File: src/gtpv2_pkg.sv
// Shared types, constants and header checks for the GTPv2-C field extractor.
// No dependencies; used by the top level.
package gtpv2_pkg;

    localparam int NEST_DEPTH_DEF      = 2;
    localparam int IMSI_MAX_DIGITS_DEF = 15;

    localparam logic [15:0] MIN_PKT_LEN   = 16'd8;
    localparam logic [4:0]  HDR_LEN_SHORT = 5'd8;
    localparam logic [4:0]  HDR_LEN_LONG  = 5'd12;
    localparam logic [2:0]  GTP_VERSION   = 3'd2;
    localparam int          T_FLAG_BIT    = 3;

    localparam logic [7:0] MSG_FIRST_LO = 8'd32;
    localparam logic [7:0] MSG_FIRST_HI = 8'd37;
    localparam logic [7:0] MSG_EXTRA_A  = 8'd170;
    localparam logic [7:0] MSG_EXTRA_B  = 8'd171;

    localparam logic [7:0] IE_IMSI       = 8'd1;
    localparam logic [7:0] IE_CAUSE      = 8'd2;
    localparam logic [7:0] IE_EBI        = 8'd73;
    localparam logic [7:0] IE_PAA        = 8'd79;
    localparam logic [7:0] IE_FTEID      = 8'd87;
    localparam logic [7:0] IE_BEARER_CTX = 8'd93;

    localparam logic [7:0]  PAA_TYPE_IPV4 = 8'd1;
    localparam logic [15:0] IE_HDR_BYTES  = 16'd4;
    localparam logic [15:0] SHIFT_BYTES   = 16'd5;
    localparam logic [15:0] LAST_ADDR_IDX = 16'd4;
    localparam logic [3:0]  BCD_MAX       = 4'd9;
    localparam logic [3:0]  BCD_FILLER    = 4'hf;
    localparam logic [3:0]  IMSI_SLOTS    = 4'd15;

    typedef enum logic [1:0] {
        PH_HDR,
        PH_IEH,
        PH_VAL,
        PH_DONE
    } t_phase;

    function automatic logic [4:0] hdr_len(input logic [7:0] flags);
        hdr_len = flags[T_FLAG_BIT] ? HDR_LEN_LONG : HDR_LEN_SHORT;
    endfunction

    function automatic logic header_ok(input logic [7:0] flags, input logic [7:0] mtype,
                                       input logic [15:0] tlen);
        logic type_ok;
        type_ok = (mtype inside {[MSG_FIRST_LO:MSG_FIRST_HI], MSG_EXTRA_A, MSG_EXTRA_B});
        header_ok = (tlen >= MIN_PKT_LEN) && (flags[7:5] == GTP_VERSION) && type_ok &&
                    (tlen >= 16'(hdr_len(flags)));
    endfunction

endpackage

File: src/gtpv2c_field_extract.sv
// Top level of the GTPv2-C field extractor: header check, IE walk and captures.
// Depends on gtpv2_pkg for constants, the phase type and the header checks.
// A last byte passes the input register, then its result is registered for output.
// Throughput: one byte per cycle; the input stalls only while a last byte waits in
// the input register behind a held result.
// Reset (synchronous, active low) empties both registers and clears the parse state.
module gtpv2c_field_extract #(
    parameter int NEST_DEPTH      = gtpv2_pkg::NEST_DEPTH_DEF,
    parameter int IMSI_MAX_DIGITS = gtpv2_pkg::IMSI_MAX_DIGITS_DEF
) (
    input  logic        i_clk,
    input  logic        i_rst_n,
    input  logic        i_valid,
    output logic        o_stall,
    input  logic [7:0]  i_data_byte,
    input  logic        i_first_byte,
    input  logic        i_last_byte,
    input  logic [15:0] i_total_len,
    output logic        o_valid,
    input  logic        i_stall,
    output logic        o_status,
    output logic [7:0]  o_msg_type,
    output logic [31:0] o_teid,
    output logic        o_has_teid,
    output logic [7:0]  o_cause_code,
    output logic        o_has_cause,
    output logic [3:0]  o_bearer_id,
    output logic        o_has_bearer_id,
    output logic [31:0] o_ue_ipv4,
    output logic        o_has_ue_ip,
    output logic [59:0] o_imsi_bcd,
    output logic [3:0]  o_imsi_count
);

    localparam int LEVELS = NEST_DEPTH + 1;
    localparam int NW     = $clog2(LEVELS);

    logic        r_in_valid;
    logic [7:0]  r_in_data;
    logic        r_in_first;
    logic        r_in_last;
    logic [15:0] r_in_tlen;
    logic        proc_fire;

    logic [15:0]            r_bpos, n_bpos;
    gtpv2_pkg::t_phase      r_phase, n_phase;
    logic [7:0]             r_flag, n_flag;
    logic [7:0]             r_type, n_type;
    logic [15:0]            r_rem [LEVELS];
    logic [15:0]            n_rem [LEVELS];
    logic [LEVELS-1:0]      r_skip, n_skip;
    logic [NW-1:0]          r_nest, n_nest;
    logic [7:0]             r_ie_type, n_ie_type;
    logic [15:0]            r_ie_len, n_ie_len;
    logic [15:0]            r_vidx, n_vidx;
    logic [39:0]            r_vshift, n_vshift;
    logic [31:0]            r_teid, n_teid;
    logic                   r_has_teid, n_has_teid;
    logic [7:0]             r_cause, n_cause;
    logic                   r_has_cause, n_has_cause;
    logic [3:0]             r_ebi, n_ebi;
    logic                   r_has_ebi, n_has_ebi;
    logic [31:0]            r_ipv4, n_ipv4;
    logic                   r_has_ip, n_has_ip;
    logic [59:0]            r_imsi, n_imsi;
    logic [3:0]             r_imsi_cnt, n_imsi_cnt;
    logic                   r_imsi_stop, n_imsi_stop;

    logic        res_status;
    logic [7:0]  res_type;
    logic [31:0] res_teid;
    logic        res_has_teid;
    logic [7:0]  res_cause;
    logic        res_has_cause;
    logic [3:0]  res_ebi;
    logic        res_has_ebi;
    logic [31:0] res_ipv4;
    logic        res_has_ip;
    logic [59:0] res_imsi;
    logic [3:0]  res_imsi_cnt;

    logic        r_out_valid;

    assign o_stall   = r_in_valid && r_in_last && r_out_valid && i_stall;
    assign proc_fire = r_in_valid && !o_stall;
    assign o_valid   = r_out_valid;

    always_ff @(posedge i_clk) begin
        if (!i_rst_n) begin
            r_in_valid <= 1'b0;
        end else if (!o_stall) begin
            r_in_valid <= i_valid;
        end
        if (i_valid && !o_stall) begin
            r_in_data  <= i_data_byte;
            r_in_first <= i_first_byte;
            r_in_last  <= i_last_byte;
            r_in_tlen  <= i_total_len;
        end
    end

    always_comb begin : p_next
        logic [NW-1:0] lv;
        logic [NW-1:0] lv_up;
        logic [15:0]   rem_lv;
        logic          skip_lv;
        logic [15:0]   idx;
        logic          descend;
        logic          skip_ie;
        logic [3:0]    lo;
        logic [3:0]    hi;
        logic [4:0]    hl;
        logic [15:0]   cur;
        logic [7:0]    b;

        if (r_in_first) begin
            n_bpos      = '0;
            n_phase     = gtpv2_pkg::PH_HDR;
            n_flag      = '0;
            n_type      = '0;
            for (int k = 0; k < LEVELS; k++) begin
                n_rem[k] = '0;
            end
            n_skip      = '0;
            n_nest      = '0;
            n_ie_type   = '0;
            n_ie_len    = '0;
            n_vidx      = '0;
            n_vshift    = '0;
            n_teid      = '0;
            n_has_teid  = 1'b0;
            n_cause     = '0;
            n_has_cause = 1'b0;
            n_ebi       = '0;
            n_has_ebi   = 1'b0;
            n_ipv4      = '0;
            n_has_ip    = 1'b0;
            n_imsi      = '0;
            n_imsi_cnt  = '0;
            n_imsi_stop = 1'b0;
        end else begin
            n_bpos      = r_bpos;
            n_phase     = r_phase;
            n_flag      = r_flag;
            n_type      = r_type;
            for (int k = 0; k < LEVELS; k++) begin
                n_rem[k] = r_rem[k];
            end
            n_skip      = r_skip;
            n_nest      = r_nest;
            n_ie_type   = r_ie_type;
            n_ie_len    = r_ie_len;
            n_vidx      = r_vidx;
            n_vshift    = r_vshift;
            n_teid      = r_teid;
            n_has_teid  = r_has_teid;
            n_cause     = r_cause;
            n_has_cause = r_has_cause;
            n_ebi       = r_ebi;
            n_has_ebi   = r_has_ebi;
            n_ipv4      = r_ipv4;
            n_has_ip    = r_has_ip;
            n_imsi      = r_imsi;
            n_imsi_cnt  = r_imsi_cnt;
            n_imsi_stop = r_imsi_stop;
        end

        b       = r_in_data;
        lv      = n_nest;
        lv_up   = n_nest + 1'b1;
        descend = 1'b0;
        skip_ie = 1'b0;
        idx     = n_vidx;
        lo      = b[3:0];
        hi      = b[7:4];
        hl      = '0;
        cur     = '0;
        rem_lv  = '0;
        skip_lv = 1'b0;
        for (int k = 0; k < LEVELS; k++) begin
            if (NW'(k) == lv) begin
                rem_lv  = n_rem[k];
                skip_lv = n_skip[k];
            end
        end

        if (n_bpos < r_in_tlen) begin
            if (n_phase == gtpv2_pkg::PH_HDR) begin
                if (n_bpos == 16'd0) begin
                    n_flag = b;
                end else if (n_bpos == 16'd1) begin
                    n_type = b;
                end else if (n_bpos >= 16'd4 && n_bpos <= 16'd7) begin
                    n_vshift = {8'h00, n_vshift[23:0], b};
                end
                hl = gtpv2_pkg::hdr_len(n_flag);
                if ({1'b0, n_bpos} + 17'd1 == 17'(hl)) begin
                    if (gtpv2_pkg::header_ok(n_flag, n_type, r_in_tlen)) begin
                        if (n_flag[gtpv2_pkg::T_FLAG_BIT]) begin
                            n_teid     = n_vshift[31:0];
                            n_has_teid = 1'b1;
                        end
                        n_vshift = '0;
                        n_rem[0] = r_in_tlen - 16'(hl);
                        n_nest   = '0;
                        n_vidx   = '0;
                        n_phase  = (n_rem[0] != 16'd0) ? gtpv2_pkg::PH_IEH
                                                        : gtpv2_pkg::PH_DONE;
                    end else begin
                        n_phase = gtpv2_pkg::PH_DONE;
                    end
                end
            end else if (n_phase == gtpv2_pkg::PH_IEH || n_phase == gtpv2_pkg::PH_VAL) begin
                if (n_rem[0] == 16'd0) begin
                    n_phase = gtpv2_pkg::PH_DONE;
                end else begin
                    if (skip_lv) begin
                        n_phase = n_phase;
                    end else if (n_phase == gtpv2_pkg::PH_IEH) begin
                        if (idx == 16'd0) begin
                            if (rem_lv < gtpv2_pkg::IE_HDR_BYTES) begin
                                skip_ie = 1'b1;
                            end else begin
                                n_ie_type = b;
                            end
                        end else if (idx == 16'd1) begin
                            n_ie_len = {b, 8'h00};
                        end else if (idx == 16'd2) begin
                            n_ie_len = n_ie_len | {8'h00, b};
                            if ({1'b0, n_ie_len} + 17'd2 > {1'b0, rem_lv}) begin
                                skip_ie = 1'b1;
                            end
                        end else begin
                            if (n_ie_len != 16'd0) begin
                                if (n_ie_type == gtpv2_pkg::IE_BEARER_CTX &&
                                    {1'b0, lv} < (NW+1)'(NEST_DEPTH)) begin
                                    descend = 1'b1;
                                end else begin
                                    n_phase  = gtpv2_pkg::PH_VAL;
                                    n_vshift = '0;
                                    if (n_ie_type == gtpv2_pkg::IE_IMSI) begin
                                        n_imsi      = '0;
                                        n_imsi_cnt  = '0;
                                        n_imsi_stop = 1'b0;
                                    end
                                end
                            end
                        end
                        for (int k = 0; k < LEVELS; k++) begin
                            if (skip_ie && NW'(k) == lv) begin
                                n_skip[k] = 1'b1;
                            end
                        end
                        n_vidx = (idx >= 16'd3 || skip_ie) ? 16'd0 : idx + 16'd1;
                    end else begin
                        if (idx < gtpv2_pkg::SHIFT_BYTES) begin
                            n_vshift = {n_vshift[31:0], b};
                        end
                        case (n_ie_type)
                            gtpv2_pkg::IE_IMSI: begin
                                if (!n_imsi_stop) begin
                                    if ({1'b0, n_imsi_cnt} + 5'd1 < 5'(IMSI_MAX_DIGITS)) begin
                                        if (lo <= gtpv2_pkg::BCD_MAX &&
                                            n_imsi_cnt < gtpv2_pkg::IMSI_SLOTS) begin
                                            n_imsi = n_imsi | (60'(lo) << {n_imsi_cnt, 2'b00});
                                            n_imsi_cnt = n_imsi_cnt + 4'd1;
                                        end
                                        if (hi <= gtpv2_pkg::BCD_MAX) begin
                                            if (n_imsi_cnt < gtpv2_pkg::IMSI_SLOTS) begin
                                                n_imsi = n_imsi |
                                                         (60'(hi) << {n_imsi_cnt, 2'b00});
                                                n_imsi_cnt = n_imsi_cnt + 4'd1;
                                            end
                                        end else if (hi == gtpv2_pkg::BCD_FILLER) begin
                                            n_imsi_stop = 1'b1;
                                        end
                                    end else begin
                                        n_imsi_stop = 1'b1;
                                    end
                                end
                            end
                            gtpv2_pkg::IE_CAUSE: begin
                                if (idx == 16'd0) begin
                                    n_cause     = b;
                                    n_has_cause = 1'b1;
                                end
                            end
                            gtpv2_pkg::IE_EBI: begin
                                if (idx == 16'd0) begin
                                    n_ebi     = b[3:0];
                                    n_has_ebi = 1'b1;
                                end
                            end
                            gtpv2_pkg::IE_PAA: begin
                                if (idx == gtpv2_pkg::LAST_ADDR_IDX &&
                                    n_vshift[39:32] == gtpv2_pkg::PAA_TYPE_IPV4) begin
                                    n_ipv4   = n_vshift[31:0];
                                    n_has_ip = 1'b1;
                                end
                            end
                            gtpv2_pkg::IE_FTEID: begin
                                if (idx == gtpv2_pkg::LAST_ADDR_IDX) begin
                                    n_teid     = n_vshift[31:0];
                                    n_has_teid = 1'b1;
                                end
                            end
                            default: begin
                                n_vidx = n_vidx;
                            end
                        endcase
                        n_vidx = idx + 16'd1;
                        if (n_vidx >= n_ie_len) begin
                            n_phase = gtpv2_pkg::PH_IEH;
                            n_vidx  = '0;
                        end
                    end

                    for (int k = 0; k < LEVELS; k++) begin
                        if (NW'(k) <= lv && n_rem[k] != 16'd0) begin
                            n_rem[k] = n_rem[k] - 16'd1;
                        end
                    end

                    if (descend) begin
                        for (int k = 0; k < LEVELS; k++) begin
                            if (NW'(k) == lv_up) begin
                                n_rem[k]  = n_ie_len;
                                n_skip[k] = 1'b0;
                            end
                        end
                        n_nest  = lv_up;
                        n_phase = gtpv2_pkg::PH_IEH;
                        n_vidx  = '0;
                    end

                    for (int it = 0; it < NEST_DEPTH; it++) begin
                        cur = '0;
                        for (int k = 0; k < LEVELS; k++) begin
                            if (NW'(k) == n_nest) begin
                                cur = n_rem[k];
                            end
                        end
                        if (n_nest != '0 && cur == 16'd0) begin
                            for (int k = 0; k < LEVELS; k++) begin
                                if (NW'(k) == n_nest) begin
                                    n_skip[k] = 1'b0;
                                end
                            end
                            n_nest  = n_nest - 1'b1;
                            n_phase = gtpv2_pkg::PH_IEH;
                            n_vidx  = '0;
                        end
                    end

                    if (n_rem[0] == 16'd0) begin
                        n_phase = gtpv2_pkg::PH_DONE;
                    end
                end
            end
        end

        if (n_bpos != 16'hffff) begin
            n_bpos = n_bpos + 16'd1;
        end
    end

    always_comb begin : p_result
        res_status    = 1'b1;
        res_type      = '0;
        res_teid      = '0;
        res_has_teid  = 1'b0;
        res_cause     = '0;
        res_has_cause = 1'b0;
        res_ebi       = '0;
        res_has_ebi   = 1'b0;
        res_ipv4      = '0;
        res_has_ip    = 1'b0;
        res_imsi      = '0;
        res_imsi_cnt  = '0;
        if (gtpv2_pkg::header_ok(n_flag, n_type, r_in_tlen)) begin
            res_status    = 1'b0;
            res_type      = n_type;
            res_teid      = n_teid;
            res_has_teid  = n_has_teid;
            res_cause     = n_cause;
            res_has_cause = n_has_cause;
            res_ebi       = n_ebi;
            res_has_ebi   = n_has_ebi;
            res_ipv4      = n_ipv4;
            res_has_ip    = n_has_ip;
            res_imsi      = n_imsi;
            res_imsi_cnt  = n_imsi_cnt;
        end
    end

    always_ff @(posedge i_clk) begin
        if (!i_rst_n || (proc_fire && r_in_last)) begin
            r_bpos      <= '0;
            r_phase     <= gtpv2_pkg::PH_HDR;
            r_flag      <= '0;
            r_type      <= '0;
            for (int k = 0; k < LEVELS; k++) begin
                r_rem[k] <= '0;
            end
            r_skip      <= '0;
            r_nest      <= '0;
            r_ie_type   <= '0;
            r_ie_len    <= '0;
            r_vidx      <= '0;
            r_vshift    <= '0;
            r_teid      <= '0;
            r_has_teid  <= 1'b0;
            r_cause     <= '0;
            r_has_cause <= 1'b0;
            r_ebi       <= '0;
            r_has_ebi   <= 1'b0;
            r_ipv4      <= '0;
            r_has_ip    <= 1'b0;
            r_imsi      <= '0;
            r_imsi_cnt  <= '0;
            r_imsi_stop <= 1'b0;
        end else if (proc_fire) begin
            r_bpos      <= n_bpos;
            r_phase     <= n_phase;
            r_flag      <= n_flag;
            r_type      <= n_type;
            for (int k = 0; k < LEVELS; k++) begin
                r_rem[k] <= n_rem[k];
            end
            r_skip      <= n_skip;
            r_nest      <= n_nest;
            r_ie_type   <= n_ie_type;
            r_ie_len    <= n_ie_len;
            r_vidx      <= n_vidx;
            r_vshift    <= n_vshift;
            r_teid      <= n_teid;
            r_has_teid  <= n_has_teid;
            r_cause     <= n_cause;
            r_has_cause <= n_has_cause;
            r_ebi       <= n_ebi;
            r_has_ebi   <= n_has_ebi;
            r_ipv4      <= n_ipv4;
            r_has_ip    <= n_has_ip;
            r_imsi      <= n_imsi;
            r_imsi_cnt  <= n_imsi_cnt;
            r_imsi_stop <= n_imsi_stop;
        end
    end

    always_ff @(posedge i_clk) begin
        if (!i_rst_n) begin
            r_out_valid <= 1'b0;
        end else if (proc_fire && r_in_last) begin
            r_out_valid <= 1'b1;
        end else if (!i_stall) begin
            r_out_valid <= 1'b0;
        end
        if (proc_fire && r_in_last) begin
            o_status        <= res_status;
            o_msg_type      <= res_type;
            o_teid          <= res_teid;
            o_has_teid      <= res_has_teid;
            o_cause_code    <= res_cause;
            o_has_cause     <= res_has_cause;
            o_bearer_id     <= res_ebi;
            o_has_bearer_id <= res_has_ebi;
            o_ue_ipv4       <= res_ipv4;
            o_has_ue_ip     <= res_has_ip;
            o_imsi_bcd      <= res_imsi;
            o_imsi_count    <= res_imsi_cnt;
        end
    end

endmodule

File: config.mk
export PLATFORM = sky130hd
export DESIGN_NAME = gtpv2c_field_extract
export DESIGN_NICKNAME = d
export VERILOG_FILES = /design/src/gtpv2_pkg.sv /design/src/gtpv2c_field_extract.sv
export SDC_FILE = /design/constraint.sdc
export NUM_CORES = 2
export LEC_CHECK = 0
export ABC_AREA = 1
export BUFFER_PORTS_ARGS = -buffer_cell sky130_fd_sc_hd__buf_2
export CAP_MARGIN = 30
export CELL_PAD_IN_SITES_DETAIL_PLACEMENT = 0
export CELL_PAD_IN_SITES_GLOBAL_PLACEMENT = 2
export CORE_AREA = 2 2 297 299
export CTS_CLUSTER_DIAMETER = 80
export DETAILED_ROUTE_END_ITERATION = 7
export DIE_AREA = 0 0 299 301
export PLACE_DENSITY = 0.84
export SYNTH_ARGS = -nofsm -noshare
export SYNTH_HDL_FRONTEND = slang
export SYNTH_SLANG_ARGS = --single-unit
File: constraint.sdc
create_clock -name i_clk -period 19.5 [get_ports i_clk]
set_input_delay 3.9 -clock i_clk [delete_from_list [all_inputs] [get_ports i_clk]]
set_output_delay 3.9 -clock i_clk [all_outputs]
set_load 0.01 [all_outputs]
==> metrics.txt <==
Worst Clk Skew 39.84 ps; H-tree levels 2; TritonCTS clock tree yes; critical path class in2out; Die Y roughly 300 µm; Post-synth EDFFs 227; Placed Instances around 6,000; hold slack 450.3 ps; hold crit path type reg2reg; Crit. End Element primary output; gpl congestion between 0.9 and 1; largest net degree at the start of global routing 130; postcts setup bufs 0; clk buf depth 3; DRC errors left 0; Syn Inst Count 4,841; Initial Utilization a little under two fifths; Max Cap Viol 0; IO Pins 185; startpoint types input pin; CP max FO 3; commonest non-fill, non-tap cell in the layout nand2_1; Non-Filler Instances 6,098; Reg clk slew, reported paths 60 ps; Relative slew margins 30.29%; Num CTS Buffers 59; Max Clock Freq 119.9 MHz; hpwl dp 84,950 µm; Top FF cell, synth dfxtp_1; final hold vios 0; average vias per placed instance between 5 and 6; Worst-Skew Late Latency 660 ps; routed via count around 33,000; GR Overflow Total 0; clock root cell clkbuf_16; 1st-iter DRT viols 2,879; Avg Inst Size Synth about 6.7 µm²; # rows 108; worst hold endpoint r_vshift[37]$_SDFFE_PP0P_; Pwr Density 67.19 nW/µm²; die area roughly 90,000 µm²; post-synth cell types 66; unrepaired setup endpoints after global routing false; post-route minimum period 8343 ps; area delta synth->final 11.60%; cell area after synthesis 32,650 µm²; reg2reg path depth 30; DIE WIDTH 299 µm; Setup TNS 0 ps; number of global-route vias before repair 30,800; initial antenna violation count 2; Worst VDD drop 0.06693 mV; data required time of the critical path 15,600 ps; fillers 9,333; slew of the pin with the lowest slew margin approximately 1000 ps; max-slew violation count 0; reg2reg end r_phase[0]$_SDFFE_PP0P_; global-route wire length before repair 187,700 µm; register bit total from synthesis 489; # resized after CTS 0; clk sinks 489; Final nets 4,994; Final setup violation count 0; asr flop ratio synth 0%; All-Layer GR Usage 26.79%; Leak 0.01553 µW; layout cells sized above 1 under 10%; status finished, final reports clean; reg-to-reg setup timing slack 12,390 ps; commonest non-fill, non-tap cells in the layout nand2_1, inv_1, nor2_1, o21ai_0, dfxtp_1; Hold Path Depth 2; R2R Path Start r_in_first$_DFFE_PP_; Seq/Total Area, Yosys 36.94%; DRT Pass-1 Iters 5; share of the synthesized area in the top cell type between 20% and 30%; number of hold buffers added after cts 0; Routed WL about 120,000 µm; core box area 86,480 µm²; routed len/inst between 20 and 25 µm; yosys warns 0; I/O Buffers 184; WP data arrival around 4400 ps; period utilisation layout 42.78%; Final ANT Viol Nets 0; HP Start r_vshift[37]$_SDFFE_PP0P_; Synth area leaders edfxtp_1, nand2_1, dfxtp_1; final core occ 42.13%; cell taking the most area after synthesis edfxtp_1
## power by group
| part | switching [µW] | internal (µW) |
|---|---|---|
| clock | 482 | 675 |
| sequential | 11.5 | 1080 |
| combinational | 148 | 46.6 |
| total | 642 | 1810 |
## cell families (layout without fill, tap and decap cells)
logic type / Yosys count / count (layout) / synth area share (%)
xor gates and xnor gates: 58 / 58 / 1.556
other: 1 / 3 / 0.01149
buffers and inverters: 847 / 947 / 10.43
DFF: 489 / 489 / 36.94
and+or+nand+nor: 2369 / 2369 / 30.21
AOI/OAI and AO/OA: 1005 / 1005 / 18.09
adders and majority gates: 72 / 72 / 2.759
## synthesized netlist by cell type (5+ instances only)
library cell,instances
a211oi_1,6
a21oi_1,212
a22oi_1,20
a31oi_1,22
a32o_1,25
a32oi_1,26
a41oi_1,5
buf_1,19
buf_2,52
buf_4,10
buf_6,11
clkbuf_1,156
clkinv_1,8
dfxtp_1,262
edfxtp_1,227
ha_1,72
inv_1,558
inv_2,29
nand2_1,1460
nand2_2,23
nand2_4,9
nand3_1,214
nand3_2,15
nand4_1,52
nor2_1,471
nor2_2,27
nor2_4,10
nor3_1,56
nor4_1,12
o2111ai_1,8
o211ai_1,36
o21ai_0,367
o21ai_1,82
o21ai_2,8
o221ai_1,12
o22ai_1,121
o31ai_1,25
or2_2,6
xnor2_1,10
xor2_1,48
## final cells by class
type | count | area (µm²) | share of cell area (%)
clock inverters | 27 | 331.6 | 0.9100
inverters | 596 | 2250 | 6.174
repair buffers | 240 | 1421 | 3.901
well taps | 1155 | 1445 | 3.966
multi-input cells | 3506 | 17260 | 47.37
flip-flops and latches | 489 | 12060 | 33.10
diodes | 1 | 2.502 | 0.006868
clock buffers | 84 | 1663 | 4.564
## routing by layer
metal	wire length, µm	part of all wire (%)	global-route usage [%]
met1	56860	46	37.42
met4	4322	3.5	8.869
met5	8	0.0065	0
met2	54150	44	42.13
met3	8351	6.8	4.278
## through the flow
| stage | setup WS (ps) | cell area (µm²) | total power [µW] |
|---|---|---|---|
| floorplan | 5443 | 32650 | 1245 |
| global placement | 11150 | 34300 | 1309 |
| detailed placement | 11160 | 34370 | 1309 |
| CTS | 11160 | 36360 | 2475 |
| global route | 11090 | 36430 | 2530 |
| finish | 11160 | 36440 | 2448 |
## flip-flops by register name, indices dropped and copies added, names as in the netlist, 32 cells and up
signal      count
o_ue_ipv4      32
r_vshift       40
o_teid         32
r_teid         32
r_imsi         60
r_ipv4         32
r_rem          48
o_imsi_bcd     60
## critical path, stage by stage
cell and delay, ps:
buf_2 110, nand2_1 70, nor2_1 190, buf_2 170
## worst max-delay path by stage
stage / from / end / slack, ps / cells past startpoint
2_1_floorplan: i_stall / r_rem[0][0]$_SDFFCE_PN0P_ / 5440 / 4
3_3_place_gp: i_stall / o_stall / 11150 / 4
3_5_place_dp: i_stall / o_stall / 11160 / 4
4_1_cts: i_stall / o_stall / 11160 / 4
5_1_grt: i_stall / o_stall / 11090 / 4
6_report: i_stall / o_stall / 11160 / 4
Power figures use the tool's default switching activity.
